### src/design/ccx_pkg.sv
package ccx_pkg;

  typedef struct packed {
    logic [63:0] payload;
    logic [3:0]  byte_count;
    logic        final_item;
  } in_item_t;

  typedef struct packed {
    logic [63:0] cipher_payload;
    logic [3:0]  valid_bytes;
    logic        is_last;
  } out_item_t;

  // job handed from front to back
  // slot is wide enough for one-byte items (64 slots per block)
  typedef struct packed {
    logic [31:0] counter;
    logic        new_block;
    logic [5:0]  slot;
    in_item_t    item;
  } job_t;

  localparam logic [2:0] REG_KEY01   = 3'd0;
  localparam logic [2:0] REG_KEY23   = 3'd1;
  localparam logic [2:0] REG_KEY45   = 3'd2;
  localparam logic [2:0] REG_KEY67   = 3'd3;
  localparam logic [2:0] REG_NONCE01 = 3'd4;
  localparam logic [2:0] REG_NONCE2  = 3'd5;
  localparam logic [2:0] REG_CTR     = 3'd6;

  localparam logic [31:0] SIGMA0 = 32'h61707865;
  localparam logic [31:0] SIGMA1 = 32'h3320646e;
  localparam logic [31:0] SIGMA2 = 32'h79622d32;
  localparam logic [31:0] SIGMA3 = 32'h6b206574;

  typedef logic [15:0][31:0] state_t;

  function automatic logic [31:0] rotl(input logic [31:0] v, input int r);
    rotl = (v << r) | (v >> (32 - r));
  endfunction

  function automatic state_t quarter(input state_t s, input int a, input int b,
                                     input int c, input int d);
    state_t w;
    w = s;
    w[a] = w[a] + w[b]; w[d] = rotl(w[d] ^ w[a], 16);
    w[c] = w[c] + w[d]; w[b] = rotl(w[b] ^ w[c], 12);
    w[a] = w[a] + w[b]; w[d] = rotl(w[d] ^ w[a], 8);
    w[c] = w[c] + w[d]; w[b] = rotl(w[b] ^ w[c], 7);
    quarter = w;
  endfunction

  function automatic state_t column_round(input state_t s);
    state_t w;
    w = quarter(s, 0, 4, 8, 12);
    w = quarter(w, 1, 5, 9, 13);
    w = quarter(w, 2, 6, 10, 14);
    column_round = quarter(w, 3, 7, 11, 15);
  endfunction

  function automatic state_t diag_round(input state_t s);
    state_t w;
    w = quarter(s, 0, 5, 10, 15);
    w = quarter(w, 1, 6, 11, 12);
    w = quarter(w, 2, 7, 8, 13);
    diag_round = quarter(w, 3, 4, 9, 14);
  endfunction

endpackage

### src/design/ccx_front.sv
module ccx_front #(
  parameter int SLOTS = 8
) (
  input  logic            clk,
  input  logic            rst,
  input  logic            push,
  output logic            full,
  input  ccx_pkg::in_item_t in_item,
  input  logic [31:0]     initial_counter,
  output logic            job_valid,
  input  logic            job_ready,
  output ccx_pkg::job_t   job
);
  import ccx_pkg::*;

  localparam int SW = (SLOTS > 1) ? $clog2(SLOTS) : 1;

  logic [31:0]   block_counter;
  logic [SW-1:0] slot_position;
  logic          message_active;
  logic [31:0]   ctr_use;
  logic [SW-1:0] slot_use;
  logic          take;

  assign full = job_valid && !job_ready;
  assign take = push && !full;
  assign ctr_use  = message_active ? block_counter : initial_counter;
  assign slot_use = message_active ? slot_position : '0;

  always_ff @(posedge clk) begin
    if (rst) begin
      block_counter <= '0;
      slot_position <= '0;
      message_active <= 1'b0;
      job_valid <= 1'b0;
    end else begin
      if (job_ready || !job_valid) job_valid <= take;
      if (take) begin
        job.item <= in_item;
        job.counter <= ctr_use;
        job.new_block <= (slot_use == '0);
        job.slot <= 6'(slot_use);
        block_counter <= (slot_use == '0) ? ctr_use + 32'd1 : ctr_use;
        slot_position <= (32'(slot_use) == SLOTS - 1) ? '0 : slot_use + SW'(1);
        message_active <= !in_item.final_item;
      end
    end
  end
endmodule

### config.mk
export PLATFORM = sky130hd
export DESIGN_NAME = ccx_front
export DESIGN_NICKNAME = d
export VERILOG_FILES = /design/src/design/ccx_pkg.sv /design/src/design/ccx_front.sv
export SDC_FILE = /design/constraint.sdc
export NUM_CORES = 1
export LEC_CHECK = 0
export BUFFER_PORTS_ARGS = -buffer_cell sky130_fd_sc_hd__buf_2
export CAP_MARGIN = 0
export CORE_AREA = 4 4 115 117
export DETAILED_ROUTE_END_ITERATION = 10
export DIE_AREA = 0 0 119 121
export PLACE_DENSITY = 0.79
export SYNTH_ARGS = -nofsm -noshare
export SYNTH_HDL_FRONTEND = slang
export SYNTH_SLANG_ARGS = --single-unit
export TNS_END_PERCENT = 100
### constraint.sdc
create_clock -name clk -period 4.35 [get_ports clk]
set_input_delay 0.87 -clock clk [delete_from_list [all_inputs] [get_ports clk]]
set_output_delay 0.87 -clock clk [all_outputs]
set_load 0.01 [all_outputs]
After elaboration in Yosys (flattened, before gate mapping)
Index checks and enable logic that the tools add are counted.
{"block": "word_totals", "regBits": 142, "in_bits": 105, "output_inout_bits": 110, "word_cells": 27}
{"block": "classes", "n_addsub": 2, "eq_ne": 1, "muxes": 4, "bitwise": 1, "n_reduce_logical": 9}
{"op": "32-bit 2-to-1 mux", "n": 2}
{"op": "32-bit by 1-bit adder with 32-bit output, second input constant", "n": 1}
{"op": "3-bit 2-to-1 mux", "n": 2}
{"op": "1-bit zero test", "n": 4}
{"op": "3-bit by 1-bit adder with 3-bit output, second input constant", "n": 1}
{"op": "3-bit equality test, second input constant", "n": 1}
{"op": "3-bit zero test", "n": 1}
{"op": "1-bit logical AND", "n": 2}
{"op": "2-bit AND reduction", "n": 1}
{"op": "1-bit logical OR", "n": 1}
{"op": "1-bit inverter", "n": 1}

Depth between registers and ports, before layout
Gate-level depths: netlist of the first run.
{"block": "depth", "ltp_word": 5, "mapped_depth": 15, "mapped_depth_nobuf": 8}

Least setup slack after synthesis of the first run
Ideal clock, no wire load.
{"block": "synth_path", "path_type": "input-to-reg", "startpoint": "input port job_ready", "endpoint": "register job[0] in the netlist's numbering (enable)", "setup_time_ps": 459, "arrival_ps": 3608, "required_time_ps": 3891, "path_slack_ps": 283, "stages": 5, "n_path_buf": 1, "cell_sequence": "nand2b_1 and2_1 clkbuf_1 nand2_1 inv_1"}
{"block": "synth_via", "elab_chain_len": 5}
{"element": "start: declaration", "line_no": "ccx_front.sv:11", "text": "input logic job_ready,"}
{"element": "1-bit zero test", "line_no": "ccx_front.sv:25", "text": "assign full = job_valid && !job_ready;"}
{"element": "1-bit logical AND", "line_no": "ccx_front.sv:25"}
{"element": "1-bit zero test", "line_no": "ccx_front.sv:26", "text": "assign take = push && !full;"}
{"element": "1-bit logical AND", "line_no": "ccx_front.sv:26"}
{"element": "2-bit AND reduction (no line)"}
{"element": "end: declaration", "line_no": "ccx_front.sv:12", "text": "output ccx_pkg::job_t job"}
Every way passes these cells.
A chain may end at the register's enable or synchronous reset.

Worst setup path in the final report of the first run
{"block": "layout_path", "startpoint": "register message_active", "endpoint": "register block_counter[20]"}
{"block": "layout_via", "elab_chain_len": 3, "word_cells_on_any_way": 5, "classes_between": "add/sub (1); mux (3); reduce/logical (1)"}
{"element": "start: declaration", "line_no": "ccx_front.sv:20", "text": "logic message_active;"}
{"element": "start signal: assignment", "line_no": "ccx_front.sv:45", "text": "message_active <= !in_item.final_item;"}
{"element": "32-bit 2-to-1 mux", "line_no": "ccx_front.sv:27", "text": "assign ctr_use = message_active ? block_counter : initial_counter;"}
{"element": "net ctr_use[0]", "line_no": "ccx_front.sv:21", "text": "logic [31:0] ctr_use;"}
{"element": "32-bit by 1-bit adder with 32-bit output", "line_no": "ccx_front.sv:43", "text": "block_counter <= (slot_use == '0) ? ctr_use + 32'd1 : ctr_use;"}
{"element": "32-bit 2-to-1 mux", "line_no": "ccx_front.sv:43"}
{"element": "end signal: assignment", "line_no": "ccx_front.sv:43"}
{"element": "end: declaration", "line_no": "ccx_front.sv:18", "text": "logic [31:0] block_counter;"}
The timed path passes the listed nets, and every way through them passes these cells.

==> impl_summary.md, run 1 <==
Timing
Summed over all failing endpoints, the final setup total negative slack is 0 ns. The final clock period utilization by the worst path is 70.9%. The post-route minimum period is 3.08 ns. At the pin with the least slew margin, the transition time is 1.23 ns. The number of max-slew violations in the final report is 0.

The final-report hold violation count was 0. The worst-case hold slack is 0.453 ns. The highest clock frequency the design can meet is 324 MHz. Across the routed clock network, the largest skew measured is 0.0110 ns.

The worst slew margin relative to its limit is 17.6%. Setup repair after global routing left no endpoint under its margin. The worst path meets setup with 1.27 ns of slack.

The final-report setup violation count is 0.

Critical path
In this run the critical register-to-register path is launched from message_active$_SDFFE_PP0P_. The largest stage delay on the critical path is 0.93 ns. The path depth of the worst reg2reg path is 7. The setup check on the worst reg-to-reg path leaves a slack of 1.27 ns. The critical path starts at message_active$_SDFFE_PP0P_. The critical path goes through mux2_2 -> ha_1 -> nand2_1 -> a211oi_1 -> and3_1 -> a2111oi_0 -> a311o_1. The required time of the critical path is 4.65 ns. The sort of element at the end of the critical path is a register.

The worst setup path category is register to register. The cell with the biggest individual delay on the critical path is dfxtp_2. The combined buffer and inverter count along the critical path is 0. The worst flop-to-flop path endpoint is block_counter[20]$_SDFFE_PP0P_. The critical path data arrival time is 3.38 ns. Along the worst path, the maximum fanout reaches 51. The worst setup path is launched from a register.

The cell class contributing the biggest share of worst-path delay is compound AO/OA/AOI/OAI gates.

Die
The number of top-level pins is 215. The initial utilization of the core area, before any placement, comes to 48.7%. The count of standard-cell rows is 41. The area inside the core boundary is 0.0124 mm². The die covers 0.0144 mm². The die is 119 µm wide.

Measured along the y axis, the die boundary spans 121 µm.

Clocking
In this run, post-CTS hold repair placed 0 buffers. The worst-skew pair later-pin latency is 0.42 ns. The CTS buffer count is 17. The worst-case clock buffer depth is 2. Buffers added to address setup during post-CTS repair amount to 0. The total clock sinks is 142. TritonCTS built the clock tree.

The number of gates resized after cts is 0. The cell at the root of the clock tree is clkbuf_16. After clock tree synthesis, the clock-pin slew on the worst setup and hold paths is 0.06 ns. In this run the number of H-tree levels came out at 4.

GRT
For this run, the total global-route usage over all layers was measured as 21.8%. The met1 usage in global routing is 25.7%. The via count of the first global-routing pass is 4592. The met2 track demand over resource is 37.3%. Global routing finished with a remaining overflow of 0.

The global-route wire length before repair is 24600 µm. The number of antenna violations at the first check in global routing is 2. The global routing's busiest layer is met2. For this run, global-route usage on met3 was measured as 6.67%. Entering global routing, the biggest net connects 86 pins.

Detailed routing
The via count is 4792. After detailed routing, the number of vias per cell comes to 5.59. The number of search-and-repair iterations in the first detailed-routing pass is 5. After detailed routing, the average wire length per cell comes to 18.4 µm. The total wire length is 15800 µm. The initial detailed-routing violation count is 448. In the routed design, unresolved DRC markers number 0. The detail route stage leaves a number of antenna-violating nets equal to 0.

Power
The worst voltage drop across the vdd grid is 0.255 mV. After layout, the design draws a total of 3.41 mW. The static leakage power is 3.18 nW. Dividing total power by cell area gives a power density of 437 mW/mm².

Cells and area
The fraction of the core area covered by cells at the end of the flow is 63.2%. The final instance count without filler cells is 858. Fill cells in the final layout number 932.

With fillers left out, the area of the finished cells amounts to 0.00781 mm². The number of nets at the end of the flow is 781. The layout overhead on the synthesized area is 29.8%. Cells with a size suffix above 1 make up 41.0% of the layout. The number of antenna diodes in the final layout is 0.

Placed design
The last weighted congestion value of the routability-driven placer is 0.911. The total instance count after detailed placement is 826. The number of port buffers is 211. The total placed instance area is 0.00719 mm². The pre-CTS setup slack is 1.05 ns. Detailed placement ended at an HPWL of 11400 µm.

Synth
The synthesized area per cell is 13.0 µm². The most used flip-flop cell after synthesis is edfxtp_1. The biggest area consumer among synthesized cells is edfxtp_1. The cell with the most instances after synthesis is edfxtp_1. The cell area after technology mapping is 0.00602 mm². During synthesis, Yosys emitted a total of 0 warnings. After synthesis, the share of flip-flops with an asynchronous set or reset is 0%.

Yosys mapped a number of flops with a built-in enable equal to 105. After synthesis the netlist holds a flip-flop and latch count of 142. Summed over its instances, the top area cell type makes up 52.4% of the synthesized netlist area.

The commonest cells after synthesis are edfxtp_1 (105), nand2_1 (41), dfxtp_1 (37). By area the synthesized netlist is led by edfxtp_1 (52%), dfxtp_1 (12%), mux2_2 (3.9%). The sequential cell area fraction in the yosys report is 64.7%. The netlist uses 57 different library cells. The gate count of the mapped netlist is 463.

Min path
The class of the tightest hold or removal check is register to register. The hold-critical path depth is 2. The worst hold path terminates at slot_position[1]$_SDFFE_PP0P_. The source of the worst hold timing path is slot_position[1]$_SDFFE_PP0P_.

Job
The reported max-cap violation count is 0.

Run status
The run finished with clean final reports.
[tightest hold or removal path: cells and delay by family (launching register included)]
kind / cells / cell delay (ns)
simple gates: 1 / 0.05
flops: 1 / 0.31
compound gates: 1 / 0.05
[sequential cells by signal (all words and copies together) (netlist names)]
signal and count:
job 105, block_counter 32, slot_position 3, job_valid 1
message_active 1
[cell families (layout without fill, tap and decap cells)]
kind of cell	count (synthesis)	after routing	share of synthesized area, %
AND/OR/NAND/NOR	156	156	14.5
flip-flops	142	142	64.7
AO/OA/AOI/OAI	79	79	9.88
buffers and inverters	45	266	3.78
multiplexers	30	30	5.43
XOR/XNOR	7	7	1.02
adder cells (fa/ha/maj)	3	3	0.624
other	1	3	0.0623
[cell usage in the layout (no fill, tap or decap), types with 3 or more instances in the layout]
master     Yosys  final
buf_2          8    211
edfxtp_1     105    105
nand2_1       41     41
nand3_1       36     36
dfxtp_1       37     36
mux2_2        21     21
clkbuf_16      0     17
a21oi_1       15     15
inv_1         14     13
nand4_1       13     13
nand3b_1      11     11
nor3_1        10     10
mux2i_1        9      9
nor2_1         9      9
o21ai_0        9      9
inv_6          0      8
buf_4          3      8
o2111ai_1      7      7
and4_1         7      7
a311o_1        7      7
and3_1         5      5
or3_1          5      5
nand2b_1       4      4
a21o_1         4      4
nand4b_1       4      4
a22oi_1        4      4
a211oi_1       4      4
o311ai_0       4      4
xnor2_1        4      4
or4_1          3      3
a311oi_1       3      3
xor2_1         3      3
ha_1           3      3
conb_1         1      3
bufinv_16      0      3
[report_power, final]
part / leakage [nW] / internal (mW) / switching [mW] / total, mW
clock: 0.301 / 0.924 / 0.595 / 1.52
combinational: 1.59 / 0.133 / 0.186 / 0.319
sequential: 1.28 / 1.53 / 0.0383 / 1.57
total: 3.18 / 2.59 / 0.820 / 3.41
[metal layers]
metal	share of wire (%)	vias up
met5	0.13	-
met4	2.3	4
met3	8.4	30
met2	51	253
met1	38	2283
li1	-	2222
[worst max-delay path by stage]
stage,to,slack [ns],cells after the start
2_1_floorplan,job[0]$_DFFE_PP_,0.28,5
5_1_grt,block_counter[20]$_SDFFE_PP0P_,1.07,7
3_5_place_dp,job[5]$_DFFE_PP_,1.05,7
6_report,block_counter[20]$_SDFFE_PP0P_,1.27,7
4_1_cts,block_counter[20]$_SDFFE_PP0P_,1.29,7
3_3_place_gp,job[3]$_DFFE_PP_,1.17,7
[cell type report]
| class | count | area [µm²] | share of cell area, % |
|---|---|---|---|
| Sequential cell | 142 | 3890 | 49.9 |
| Multi-Input combinational cell | 278 | 1900 | 24.4 |
| Timing Repair Buffer | 219 | 1120 | 14.3 |
| Clock buffer | 17 | 425 | 5.45 |
| Tap cell | 172 | 215 | 2.76 |
| Clock inverter | 15 | 198 | 2.53 |
| Inverter | 15 | 58.8 | 0.753 |
(Power assumes the default switching activity.)
==> run 2: changes to the inputs <==
Settings changed: CORE_AREA 4 4 115 117 to 4 4 121 123, DIE_AREA 0 0 119 121 to 0 0 125 127, PLACE_DENSITY 0.79 to 0.75.
Clock period 4.35 ns to 2.7 ns, I/O delays scaled along.
==> run 2 against run 1 <==
Sequential share of layout area down 0.37 points. Clock skew up 0.0010 ns. Final cell count up 1.7%. Flip-flop and latch count unchanged. Count of clock-buffer cells in the layout unchanged. Register-to-register slack worse by 1.0 ns. Fmax up 25%. Via count down 0.19%. Worst hold slack worse by 0.15 ns. First-iteration DRC count up 14%. Clock power up 51%.
==> impl_summary.md, run 2 (synthesized netlist as in run 1, its figures left out) <==
Run status
The run finished with clean final reports.

Critical path
The cell with the biggest individual delay on the critical path is dfxtp_2. Broken down by cell family, the worst path's largest delay share belongs to simple AND/OR/NAND/NOR gates. Data arrives at the worst endpoint at 2.77 ns. Traced cell by cell, the critical path runs through buf_12 -> nand4_1 -> a21oi_2 -> nand4_1 -> or4_1 -> a32o_1. The required time of the critical path is 3.00 ns. The number of buffers and inverters on the critical path is 1. The largest single stage delay on the critical path is 0.58 ns. The critical path startpoint category is a register. The worst register-to-register path has a setup slack of 0.22 ns.

The most prevalent standard cell on the critical path is nand4_1. The path depth of the worst reg2reg path is 6. The worst reg2reg path startpoint is message_active$_SDFFE_PP0P_.

In this run the worst path has a maximum fanout of 38. The worst flop-to-flop path endpoint is block_counter[30]$_SDFFE_PP0P_. The sort of element at the end of the critical path is a register. The worst setup path is of the register to register kind.

Die
The count of standard-cell rows is 43. 215 I/O pins were placed. From bottom edge to top edge, the die measures 127 µm.

The floorplan die area is 0.0159 mm². The initial core utilization is 44.0%. In this run the horizontal extent of the chip is 125 µm. The area inside the core boundary is 0.0137 mm².

Detailed routing
The final route contains 4783 vias. The number of design rule violations left after detail routing is 0. Wires add up to 17000 µm.

The detail-routed net length per standard cell is 19.5 µm. The via density per instance is 5.48. The first detailed-routing pass took 7 iterations.

The initial detailed-routing violation count is 511. The detail route stage leaves a number of antenna-violating nets equal to 0.

GRT
The total congestion overflow is 0. The first global-routing pass estimated 26300 µm of wire. For this run, the total global-route usage over all layers was measured as 21.1%.

The number of antenna violations at the first check in global routing was 4. The maximum number of pins on one net before global-route repair is 77. The via count of the first global-routing pass is 4782.

Job
The tool flagged a number of max-cap violations equal to 0.

Timing
Setup violations remaining at the end of the flow were counted as 0. In this run the tightest slew margin relative to its limit is 66.1%. Setup repair after global routing left no endpoint under its margin.

The highest clock frequency the design can meet is 404 MHz. The post-route minimum period is 2.48 ns. The number of max-slew violations in the final report is 0. The worst-case hold slack is 0.302 ns.

Summed over all failing endpoints, the final setup total negative slack is 0 ns. The worst path uses 91.7% of the clock period. The final-report hold violation count is 0.

The actual transition at the worst max-transition pin is 0.509 ns. The post-route clock skew is 0.0120 ns.

Power
The static leakage power is 3.19 nW. The worst voltage drop across the vdd grid is 0.464 mV. Dividing total power by cell area gives a power density of 682 mW/mm².

Placed design
The post-detailed-placement half-perimeter wirelength is 12500 µm. Routability-driven placement finished with a final weighted congestion of 0.935. In this run, placement finished with an instance count of 837. Input and output buffers added on the ports amount to 211.

Cells and area
The layout overhead on the synthesized area is 30.8%. The register with the most flip-flops in the layout has 105 of them. The largest registers in the layout are job: 105 flops, block_counter: 32 flops, slot_position: 3 flops. The commonest non-fill, non-tap cell in the layout is buf_2. The register bank with the most flops is job. Once layout is complete, the utilization of the core stands at 57.6%. The number of nets at the end of the flow is 784.

In the layout the commonest cells are buf_2 (211), edfxtp_1 (105), nand2_1 (40), nand3_1 (36), dfxtp_1 (36). The post-route netlist has 41.8% of its cells at a drive strength greater than 1. The finished layout holds 873 standard cells, fillers aside.

Clocking
For this design, the CTS-stage hold fixing added 0 buffers. The total clock sinks is 142. The number of clock buffers added by TritonCTS is 17. TritonCTS built the clock tree. Clock-pin slew was measured on the worst setup and hold paths at 0.06 ns. The cell at the root of the clock tree is clkbuf_16. The level count of the clock H-tree is 4. The worst-skew pair later-pin latency is 0.41 ns. Counting along the longest clock path gives a buffer depth of 2.

Min path
The class of the tightest hold or removal check is input pin to register. The hold-critical path depth is 1. The worst hold endpoint is job[45]$_DFFE_PP_. The source of the worst hold timing path is in_item[45].
==> run 2: changes by cell type in the layout (fill, tap and decap cells not counted), sizes merged <==
| cell | delta |
|---|---|
| clkinv | +7 |
| inv | -7 |
| diode | +4 |
| buf | +3 |
| bufinv | -1 |
| clkinvlp | +1 |
==> run 2: metal layers <==
metal,track usage (%),share of wire (%),vias up
met3,7.44,8.3,15
met4,6.06,1.1,2
met5,0,0.076,-
met2,37.2,51,231
li1,-,-,2222
met1,24.5,39,2313
==> run 2: through the flow <==
step           total power [mW]  area [µm²]  setup slack [ns]
2_1_floorplan              2.88        6070            -0.358
3_3_place_gp               3.08        7270             0.286
3_5_place_dp               3.10        7270             0.228
4_1_cts                    5.40        7860             0.222
5_1_grt                    5.57        7870            0.0718
6_report                   5.37        7870             0.224
==> run 2: area by class of cell <==
cell class	instances	area, µm²
antenna	4	10.0
clock buffer	17	425
clock inverter	15	163
fill	1127	5800
inverter	15	61.3
multi-input combinational	278	1930
sequential	142	3890
tap	180	225
timing repair buffer	222	1160
==> run 2: timing repair <==
action,CTS,global route
endpoints found under the hold margin,0,0
endpoints found under the setup margin,0,1
buffers inserted,0,0
gates resized for setup,0,1
==> run 2: how the worst max path moves through the flow <==
| stage | startpoint | end | depth (start not counted) |
|---|---|---|---|
| after detailed placement | message_active$_SDFFE_PP0P_ | block_counter[20]$_SDFFE_PP0P_ | 6 |
| after CTS | message_active$_SDFFE_PP0P_ | block_counter[24]$_SDFFE_PP0P_ | 6 |
| after floorplan | job_ready | block_counter[30]$_SDFFE_PP0P_ | 6 |
| final | message_active$_SDFFE_PP0P_ | block_counter[30]$_SDFFE_PP0P_ | 6 |
| after global routing | message_active$_SDFFE_PP0P_ | block_counter[23]$_SDFFE_PP0P_ | 6 |
| after global placement | message_active$_SDFFE_PP0P_ | block_counter[20]$_SDFFE_PP0P_ | 6 |
==> run 2: where the power goes <==
| group | internal [mW] | leakage (nW) | switching (mW) | total [mW] |
|---|---|---|---|---|
| sequential | 2.47 | 1.28 | 0.0531 | 2.52 |
| clock | 1.37 | 0.283 | 0.930 | 2.30 |
| combinational | 0.224 | 1.62 | 0.315 | 0.539 |
| total | 4.07 | 3.19 | 1.30 | 5.37 |
